## config.mk

```make
export PLATFORM = sky130hd
export DESIGN_NAME = request_fifo_with_client_purge
export DESIGN_NICKNAME = d
export VERILOG_FILES = /design/src/sv/rfcp_pkg.sv /design/src/sv/rfcp_ctrl.sv /design/src/sv/rfcp_datapath.sv /design/src/sv/request_fifo_with_client_purge.sv
export SDC_FILE = /design/constraint.sdc
export NUM_CORES = 2
export LEC_CHECK = 0
export BUFFER_PORTS_ARGS = -buffer_cell sky130_fd_sc_hd__buf_2
export CAP_MARGIN = 0
export CELL_PAD_IN_SITES_DETAIL_PLACEMENT = 0
export CELL_PAD_IN_SITES_GLOBAL_PLACEMENT = 1
export CORE_MARGIN = 2
export CORE_UTILIZATION = 59
export CTS_CLUSTER_SIZE = 28
export DETAILED_ROUTE_END_ITERATION = 10
export HOLD_SLACK_MARGIN = 0.06
export PLACE_DENSITY = 0.92
export SYNTH_ARGS = -nofsm -noshare
export SYNTH_HDL_FRONTEND = slang
export SYNTH_HIERARCHICAL = 1
export SYNTH_SLANG_ARGS = --single-unit
export TNS_END_PERCENT = 20
```

## constraint.sdc

```tcl
create_clock -name clock -period 20.8 [get_ports clock]
set_input_delay 3.12 -clock clock [delete_from_list [all_inputs] [get_ports clock]]
set_output_delay 3.12 -clock clock [all_outputs]
set_load 0.03 [all_outputs]
```

## src/sv/rfcp_pkg.sv

```systemverilog
// ----------------------------------------------------------------------------
// Request FIFO with client purge: shared package
// Widths, operation and status codes, and the command and status bundles
// that pass between the controller and the datapath.
// ----------------------------------------------------------------------------
package rfcp_pkg;

   // Queue geometry.
   localparam int DEPTH  = 16;
   localparam int ADDR_W = $clog2(DEPTH);
   localparam int CNT_W  = $clog2(DEPTH + 1);

   // Field widths.
   localparam int FUNC_W   = 2;
   localparam int STATUS_W = 2;
   localparam int HANDLE_W = 32;
   localparam int CLIENT_W = 8;
   localparam int TIME_W   = 32;
   localparam int LIM_W    = 5;
   localparam int LEN_W    = 5;
   localparam int CMP_W    = (CNT_W > LIM_W) ? CNT_W : LIM_W;

   // Entry layout, lowest bits first: handle, client id, arrival time.
   localparam int CLIENT_LO   = HANDLE_W;
   localparam int ENTRY_W     = HANDLE_W + CLIENT_W + TIME_W;
   localparam int REQ_DATA_W  = ((ENTRY_W + 7) / 8) * 8;
   localparam int RSP_USED_W  = ENTRY_W + LEN_W + LEN_W + 1;
   localparam int RSP_DATA_W  = ((RSP_USED_W + 7) / 8) * 8;
   localparam int RSP_PAD_W   = RSP_DATA_W - RSP_USED_W;

   localparam logic [LIM_W-1:0] LIMIT_RESET = LIM_W'(16);

   typedef enum logic [FUNC_W-1:0] {
      FUNC_PUSH  = 2'd0,
      FUNC_POP   = 2'd1,
      FUNC_PURGE = 2'd2,
      FUNC_PEEK  = 2'd3
   } func_type;

   typedef enum logic [STATUS_W-1:0] {
      STAT_OK    = 2'd0,
      STAT_FULL  = 2'd1,
      STAT_EMPTY = 2'd2
   } status_type;

   // Controller to datapath.
   typedef struct packed {
      logic latch;          // capture the accepted transaction, clear scan counters
      logic rd_head;        // read the head slot
      logic rd_scan;        // read the slot under the scan index
      logic scan_step;      // compare the scanned entry, compact, advance
      logic finish_simple;  // commit push, pop or peek and load the result
      logic finish_purge;   // commit the purge and load the result
   } dp_cmd_type;

   // Datapath to controller.
   typedef struct packed {
      logic req_is_purge;   // the offered transaction is a purge
      logic scan_done;      // every queued entry has been scanned
      logic out_free;       // the result register can take a new result
   } dp_stat_type;

endpackage

```

## src/sv/rfcp_ctrl.sv

```systemverilog
// ----------------------------------------------------------------------------
// Request FIFO with client purge: controller
// Sequences one transaction at a time: a single execute step for push, pop
// and peek, or a read-and-compact walk over the queue for a purge.
// ----------------------------------------------------------------------------
module rfcp_ctrl
   import rfcp_pkg::*;
(
   input  logic        clock,
   input  logic        reset,
   input  logic        req_tvalid,
   output logic        req_tready,
   output dp_cmd_type  cmd,
   input  dp_stat_type stat
);

   typedef enum logic [2:0] {
      S_IDLE,
      S_EXEC,
      S_SCAN_RD,
      S_SCAN_CHK,
      S_FINISH
   } state_type;

   state_type state_ff, state_in;

   assign req_tready = (state_ff == S_IDLE);

   always_comb begin
      state_in = state_ff;
      cmd      = '0;
      case (state_ff)
         S_IDLE: begin
            if (req_tvalid) begin
               cmd.latch   = 1'b1;
               cmd.rd_head = 1'b1;
               state_in    = stat.req_is_purge ? S_SCAN_RD : S_EXEC;
            end
         end
         S_EXEC: begin
            if (stat.out_free) begin
               cmd.finish_simple = 1'b1;
               state_in          = S_IDLE;
            end
         end
         S_SCAN_RD: begin
            if (stat.scan_done) begin
               state_in = S_FINISH;
            end else begin
               cmd.rd_scan = 1'b1;
               state_in    = S_SCAN_CHK;
            end
         end
         S_SCAN_CHK: begin
            cmd.scan_step = 1'b1;
            state_in      = S_SCAN_RD;
         end
         S_FINISH: begin
            if (stat.out_free) begin
               cmd.finish_purge = 1'b1;
               state_in         = S_IDLE;
            end
         end
         default: begin
            state_in = S_IDLE;
         end
      endcase
   end

   always_ff @(posedge clock) begin
      if (reset) begin
         state_ff <= S_IDLE;
      end else begin
         state_ff <= state_in;
      end
   end

endmodule

```

## src/sv/rfcp_datapath.sv

```systemverilog
// ----------------------------------------------------------------------------
// Request FIFO with client purge: datapath
// Circular entry memory with head pointer and occupancy, the limit register,
// the purge scan counters and the result register.
// ----------------------------------------------------------------------------
module rfcp_datapath
   import rfcp_pkg::*;
(
   input  logic                  clock,
   input  logic                  reset,
   input  dp_cmd_type            cmd,
   output dp_stat_type           stat,
   input  logic [FUNC_W-1:0]     req_tuser,
   input  logic [REQ_DATA_W-1:0] req_tdata,
   input  logic                  csr_wr_en,
   input  logic [LIM_W-1:0]      csr_wr_data,
   output logic                  rsp_tvalid,
   input  logic                  rsp_tready,
   output logic [RSP_DATA_W-1:0] rsp_tdata,
   output logic [STATUS_W-1:0]   rsp_tuser
);

   // Slot address of base + off, wrapped around the depth. off <= DEPTH.
   function automatic logic [ADDR_W-1:0] wrap_add(input logic [ADDR_W-1:0] base,
                                                  input logic [CNT_W-1:0]  off);
      logic [CNT_W:0] s;
      s = (CNT_W+1)'(base) + (CNT_W+1)'(off);
      if (s >= (CNT_W+1)'(DEPTH)) begin
         s = s - (CNT_W+1)'(DEPTH);
      end
      return s[ADDR_W-1:0];
   endfunction

   // Occupancy at or above min(limit, DEPTH).
   function automatic logic at_limit(input logic [CNT_W-1:0] cnt,
                                     input logic [LIM_W-1:0] lim);
      logic [CMP_W-1:0] eff;
      eff = (CMP_W'(lim) > CMP_W'(DEPTH)) ? CMP_W'(DEPTH) : CMP_W'(lim);
      return CMP_W'(cnt) >= eff;
   endfunction

   logic [ENTRY_W-1:0]    entry_ff [DEPTH];
   logic [ENTRY_W-1:0]    rd_data_ff;

   func_type              func_ff, func_in;
   logic [ENTRY_W-1:0]    op_ff, op_in;
   logic [ADDR_W-1:0]     head_ff, head_in;
   logic [CNT_W-1:0]      count_ff, count_in;
   logic [LIM_W-1:0]      limit_ff, limit_in;
   logic [CNT_W-1:0]      idx_ff, idx_in;
   logic [CNT_W-1:0]      kept_ff, kept_in;
   logic                  rsp_valid_ff, rsp_valid_in;
   logic [RSP_DATA_W-1:0] rsp_data_ff, rsp_data_in;
   status_type            rsp_status_ff, rsp_status_in;

   logic                  mem_rd_en;
   logic [ADDR_W-1:0]     mem_rd_addr;
   logic                  mem_wr_en;
   logic [ADDR_W-1:0]     mem_wr_addr;
   logic [ENTRY_W-1:0]    mem_wr_data;

   logic                  load;
   status_type            res_status;
   logic [ENTRY_W-1:0]    res_entry;
   logic [LEN_W-1:0]      res_removed;
   logic [CNT_W-1:0]      new_count;

   assign stat.req_is_purge = (func_type'(req_tuser) == FUNC_PURGE);
   assign stat.scan_done    = (idx_ff == count_ff);
   assign stat.out_free     = !rsp_valid_ff || rsp_tready;

   assign mem_rd_en   = cmd.rd_head || cmd.rd_scan;
   assign mem_rd_addr = cmd.rd_scan ? wrap_add(head_ff, idx_ff) : head_ff;

   always_comb begin
      func_in       = func_ff;
      op_in         = op_ff;
      head_in       = head_ff;
      count_in      = count_ff;
      limit_in      = limit_ff;
      idx_in        = idx_ff;
      kept_in       = kept_ff;
      rsp_valid_in  = rsp_valid_ff;
      rsp_data_in   = rsp_data_ff;
      rsp_status_in = rsp_status_ff;
      mem_wr_en     = 1'b0;
      mem_wr_addr   = wrap_add(head_ff, count_ff);
      mem_wr_data   = op_ff;
      load          = 1'b0;
      res_status    = STAT_OK;
      res_entry     = '0;
      res_removed   = '0;
      new_count     = count_ff;

      if (csr_wr_en) begin
         limit_in = csr_wr_data;
      end
      if (rsp_valid_ff && rsp_tready) begin
         rsp_valid_in = 1'b0;
      end

      if (cmd.latch) begin
         func_in = func_type'(req_tuser);
         op_in   = req_tdata[ENTRY_W-1:0];
         idx_in  = '0;
         kept_in = '0;
      end

      // Purge walk: entries that survive move down to the kept position.
      if (cmd.scan_step) begin
         idx_in = idx_ff + CNT_W'(1);
         if (rd_data_ff[CLIENT_LO +: CLIENT_W] != op_ff[CLIENT_LO +: CLIENT_W]) begin
            mem_wr_en   = 1'b1;
            mem_wr_addr = wrap_add(head_ff, kept_ff);
            mem_wr_data = rd_data_ff;
            kept_in     = kept_ff + CNT_W'(1);
         end
      end

      if (cmd.finish_simple) begin
         load = 1'b1;
         case (func_ff)
            FUNC_PUSH: begin
               if (at_limit(count_ff, limit_ff)) begin
                  res_status = STAT_FULL;
               end else begin
                  mem_wr_en = 1'b1;
                  new_count = count_ff + CNT_W'(1);
               end
            end
            FUNC_POP, FUNC_PEEK: begin
               if (count_ff == '0) begin
                  res_status = STAT_EMPTY;
               end else begin
                  res_entry = rd_data_ff;
                  if (func_ff == FUNC_POP) begin
                     head_in   = wrap_add(head_ff, CNT_W'(1));
                     new_count = count_ff - CNT_W'(1);
                  end
               end
            end
            default: begin
               res_status = STAT_OK;
            end
         endcase
      end

      if (cmd.finish_purge) begin
         load        = 1'b1;
         new_count   = kept_ff;
         res_removed = LEN_W'(count_ff - kept_ff);
      end

      if (load) begin
         count_in      = new_count;
         rsp_valid_in  = 1'b1;
         rsp_status_in = res_status;
         rsp_data_in   = {{RSP_PAD_W{1'b0}}, at_limit(new_count, limit_ff),
                          LEN_W'(new_count), res_removed, res_entry};
      end
   end

   always_ff @(posedge clock) begin
      if (mem_wr_en) begin
         entry_ff[mem_wr_addr] <= mem_wr_data;
      end
      if (mem_rd_en) begin
         rd_data_ff <= entry_ff[mem_rd_addr];
      end
   end

   always_ff @(posedge clock) begin
      if (reset) begin
         head_ff      <= '0;
         count_ff     <= '0;
         limit_ff     <= LIMIT_RESET;
         idx_ff       <= '0;
         kept_ff      <= '0;
         rsp_valid_ff <= 1'b0;
      end else begin
         head_ff      <= head_in;
         count_ff     <= count_in;
         limit_ff     <= limit_in;
         idx_ff       <= idx_in;
         kept_ff      <= kept_in;
         rsp_valid_ff <= rsp_valid_in;
      end
   end

   always_ff @(posedge clock) begin
      func_ff       <= func_in;
      op_ff         <= op_in;
      rsp_data_ff   <= rsp_data_in;
      rsp_status_ff <= rsp_status_in;
   end

   assign rsp_tvalid = rsp_valid_ff;
   assign rsp_tdata  = rsp_data_ff;
   assign rsp_tuser  = rsp_status_ff;

endmodule

```

## src/sv/request_fifo_with_client_purge.sv

```systemverilog
// ----------------------------------------------------------------------------
// Request FIFO with client purge
// Bounded first-in first-out request queue with push, pop, peek and a purge
// that removes every entry of one client id while keeping the order of the
// rest. Every transaction produces exactly one result.
// ----------------------------------------------------------------------------
//
//   Channel | Direction | Handshake                    | Contents
//   --------+-----------+------------------------------+---------------------------------
//   req     | in        | req_tvalid / req_tready      | tuser: func; tdata: entry fields
//   rsp     | out       | rsp_tvalid / rsp_tready      | tuser: status; tdata: result
//   csr     | in        | csr_wr_en (no back-pressure) | queue_limit
//
// Push, pop and peek pass through an accept step that reads the head slot of
// the entry memory and an execute step that commits and loads the result
// register once it is free. A purge walks the queue through the single read
// port of the entry memory: each entry is read, then compared and moved.
// Reset clears occupancy, the head pointer and the result register, and loads
// the limit with 16. The entry memory needs no clearing, since no unoccupied
// slot reaches a result. A stalled result register holds the next result back,
// and a new transaction is accepted while a finished result still waits to be taken.
//
module request_fifo_with_client_purge
   import rfcp_pkg::*;
(
   input  logic                  clock,
   input  logic                  reset,

   // Request channel.
   input  logic                  req_tvalid,
   output logic                  req_tready,
   // tdata, lowest bit up: request_handle[31:0], client_id[39:32],
   // arrival_time[71:40].
   input  logic [REQ_DATA_W-1:0] req_tdata,
   // tuser: func (0 push, 1 pop, 2 purge, 3 peek).
   input  logic [FUNC_W-1:0]     req_tuser,

   // Result channel.
   output logic                  rsp_tvalid,
   input  logic                  rsp_tready,
   // tdata, lowest bit up: out_handle[31:0], out_client[39:32],
   // out_arrival[71:40], removed_count[76:72], queue_length[81:77],
   // is_full[82], zero fill[87:83].
   output logic [RSP_DATA_W-1:0] rsp_tdata,
   // tuser: status (0 ok, 1 full, 2 empty).
   output logic [STATUS_W-1:0]   rsp_tuser,

   // Configuration: queue_limit.
   input  logic                  csr_wr_en,
   input  logic [LIM_W-1:0]      csr_wr_data
);

   dp_cmd_type  cmd;
   dp_stat_type stat;

   // The controller steps through each transaction and issues commands.
   rfcp_ctrl u_ctrl (
      .clock      (clock),
      .reset      (reset),
      .req_tvalid (req_tvalid),
      .req_tready (req_tready),
      .cmd        (cmd),
      .stat       (stat)
   );

   // The datapath holds the queue, the limit and the result register.
   rfcp_datapath u_datapath (
      .clock       (clock),
      .reset       (reset),
      .cmd         (cmd),
      .stat        (stat),
      .req_tuser   (req_tuser),
      .req_tdata   (req_tdata),
      .csr_wr_en   (csr_wr_en),
      .csr_wr_data (csr_wr_data),
      .rsp_tvalid  (rsp_tvalid),
      .rsp_tready  (rsp_tready),
      .rsp_tdata   (rsp_tdata),
      .rsp_tuser   (rsp_tuser)
   );

endmodule
```

==> impl_results.md <==
- Cell Chain, Critical Path: buf_2, nand2b_1, nor4bb_4, buf_4, nand2b_1, nor2_1, nand3b_1, o31a_1, a21oi_4, buf_4
- Vias: 26900
- Largest cells by area after synthesis: edfxtp_1, mux4_2, mux2i_1
- Bufs on Longest Clock Path: 3
- Clock sink total: 1411
- Unrepaired setup endpoints after global routing: no
- Share of cells above drive strength 1: 0.272
- Final hold vios: 0
- Register area share after synthesis: 0.765
- Num CTS Buffers: 136
- Bufs and invs on worst path: 3
- Pins Over Slew Limit: 0
- Leakage: 22.0 nW
- Worst-Skew Late Latency: 750 ps
- Maxcap violations: 0
- Final period util: 0.354
- Hold buffer count at cts: 0
- Pwr Density: 94.6 nW/um2
- Die width: 309 um
- Initial DRC count: 3452
- Worst path required time: 21150 ps
- Average vias per placed instance: 6.54
- CTS tree: built
- Vias in the first global route: 28500
- Yosys top cell area share: 0.754
- PortBufs: 170
- Top FF cell, synth: edfxtp_1
- Critical path's top delay family: buffers and inverters
- Placed cell area: 57300 um2
- CP Capture Type: flop
- Leading cell type in the layout, fill and taps excluded: edfxtp_1
- Crit Path Max Fanout: 78
- Core area: 92900 um2
- #FFs+latches synth: 1411
- DRC errors left: 0
- CP Class: in -> reg
- Status: completed
- Cells after Synth: 2532
- 1st-pass router iterations: 8
- Async SR Flop Fraction: 0
- Hold slack: 507 ps
- Initial antenna violation count: 4
- Cell taking the most area after synthesis: edfxtp_1
- Syn avg cell area: 21.7 um2
- Die extent in y: 309 um
- EDFF count, synth: 1383
- Max-slew headroom: 0.209
- Setup TNS: 0 ps
- Die Area: 95800 um2
- Initial core utilization: 0.593
- Diode count: 0
- Routed Wire Length: 126000 um
- FP Rows: 112
- CP max stage cell: a21oi_4
- H-tree levels: 4
- VDD IR max: 0.0629 mV
- Global placer's final weighted congestion: 0.779
- Mapped Area: 55100 um2
- Grt ovf: 0
- Gr usage total: 0.270
- Reg clk slew, reported paths: 60 ps
- Post-place setup slack: 12810 ps
- Fmax: 0.136 GHz
- Routed len/inst: 30.6 um
- Final Setup Violations: 0
- Worst Hold Class: reg -> reg
- Worst Path Arrival: 7710 ps
- Post-synthesis cell type count: 61
- # nets final: 2872
- Clock Skew: 31.5 ps
- CTS root buffer: clkbuf_16
- Most frequent cells in the layout: edfxtp_1, mux4_2, mux2i_1, buf_2, clkbuf_16
- Pin count of the biggest net entering global routing: 125
- Synth-to-layout area growth: 11.8%
- Cells resized by post-CTS repair: 0
- PnR worst setup slack: 13440 ps
- Largest stage delay on the critical path: 890 ps
- Startpoint Class: input pin
- # fillers: 5504
- Postcts setup bufs: 0
- Warnings, synthesis: 6
- Design area: 61600 um2
- First-pass GRT wire length: 187000 um
- HPWL after DPL: 63200 um
- Min Clock Period, post-route: 7360 ps
- Worst Tran Pin Value: 1180 ps
- IO Count: 176
- ANT nets after route: 0
registers in the layout, summed over array words and instances, names as in the netlist, 2 cells and up:
| register | cells |
|---|---|
| u_datapath/entry_ff | 1152 |
| u_datapath/rsp_tdata | 83 |
| u_datapath/op_ff | 72 |
| u_datapath/rd_data_ff | 72 |
| u_datapath/count_ff | 5 |
| u_datapath/idx_ff | 5 |
| u_datapath/kept_ff | 5 |
| u_datapath/limit_ff | 5 |
| u_datapath/head_ff | 4 |
| u_ctrl/state_ff | 3 |
| u_datapath/func_ff | 2 |
| u_datapath/rsp_tuser | 2 |
area by class of cell:
| cell class | instances | area [um2] | share of cell area |
|---|---|---|---|
| Clock buffer | 172 | 3600 | 0.0585 |
| Clock inverter | 76 | 637 | 0.0103 |
| Timing Repair Buffer | 217 | 1230 | 0.0200 |
| Inverter | 22 | 85.1 | 0.00138 |
| Sequential cell | 1411 | 42100 | 0.684 |
| Tap cell | 1254 | 1570 | 0.0255 |
| Multi-Input combinational cell | 968 | 12300 | 0.201 |
kinds of logic (layout without fill, tap and decap cells):
kind of cell	count (synthesis)	in the layout	synth area share
AO/OA/AOI/OAI	92	92	0.0109
XOR/XNOR	33	33	0.00539
multiplexers	580	580	0.173
flip-flops	1411	1411	0.765
other	1	5	0.0000681
AND/OR/NAND/NOR	226	226	0.0227
adder cells (fa/ha/maj)	32	32	0.00782
buffers and inverters	157	487	0.0160
layer usage:
layer  part of all wire  routed length [um]  track usage
met1               0.35               43800        0.345
met2               0.52               66000        0.464
met3              0.096               12100       0.0485
met4              0.034                4300        0.103
met5           0.000095                  12            0
Yosys cell counts (4+ instances only):
cell / number
dfxtp_1: 28
buf_1: 8
buf_2: 52
inv_1: 22
and2_1: 9
nand3b_1: 7
nand3_1: 16
nor2_1: 29
mux2i_1: 226
o2111ai_1: 4
mux4_2: 288
o21ai_0: 7
a21oi_1: 39
nand2_1: 43
nor3_1: 8
buf_6: 26
xor2_1: 7
or3_1: 5
fa_1: 4
nand2b_1: 7
nor2b_1: 10
ha_1: 28
and3_1: 75
edfxtp_1: 1383
nand4_1: 6
o31a_1: 5
xnor2_1: 25
mux2_2: 64
buf_4: 8
a21o_1: 11
clkbuf_1: 41
final timing paths:
check	slack (ps)	end	cells after the start	from
setup / recovery	13440	u_datapath/entry_ff[8][41]	10	rsp_tready
hold / removal	510	u_datapath/limit_ff[0]	2	u_datapath/limit_ff[0]
setup reg to reg	14190	u_datapath/rd_data_ff[23]	11	u_datapath/count_ff[3]
hold reg to reg	510	u_datapath/limit_ff[0]	2	u_datapath/limit_ff[0]
power breakdown:
group	switching [mW]	internal, mW	total (mW)
sequential	0.0224	3.19	3.21
clock	1.06	1.31	2.38
combinational	0.170	0.0652	0.236
total	1.26	4.57	5.83
worst register-to-register path: stages (launching register included):
cell and delay (ps):
dfxtp_1 680, xnor2_1 120, nand3_1 100, nor3_1 100
nor4b_4 740, mux2i_4 950, buf_4 910, buf_4 950
buf_4 910, mux4_2 500, mux2i_1 230, mux2i_1 130
through the flow:
step | cells | utilization | power (mW)
after global routing | 4120 | 0.663 | 5.97
after global placement | 3872 | 0.617 | 3.49
after floorplan | 2536 | - | 3.41
final | 4120 | 0.663 | 5.83
after CTS | 4120 | 0.663 | 5.85
after detailed placement | 3872 | 0.617 | 3.50
Note: power is estimated with default switching activity, not from simulation.
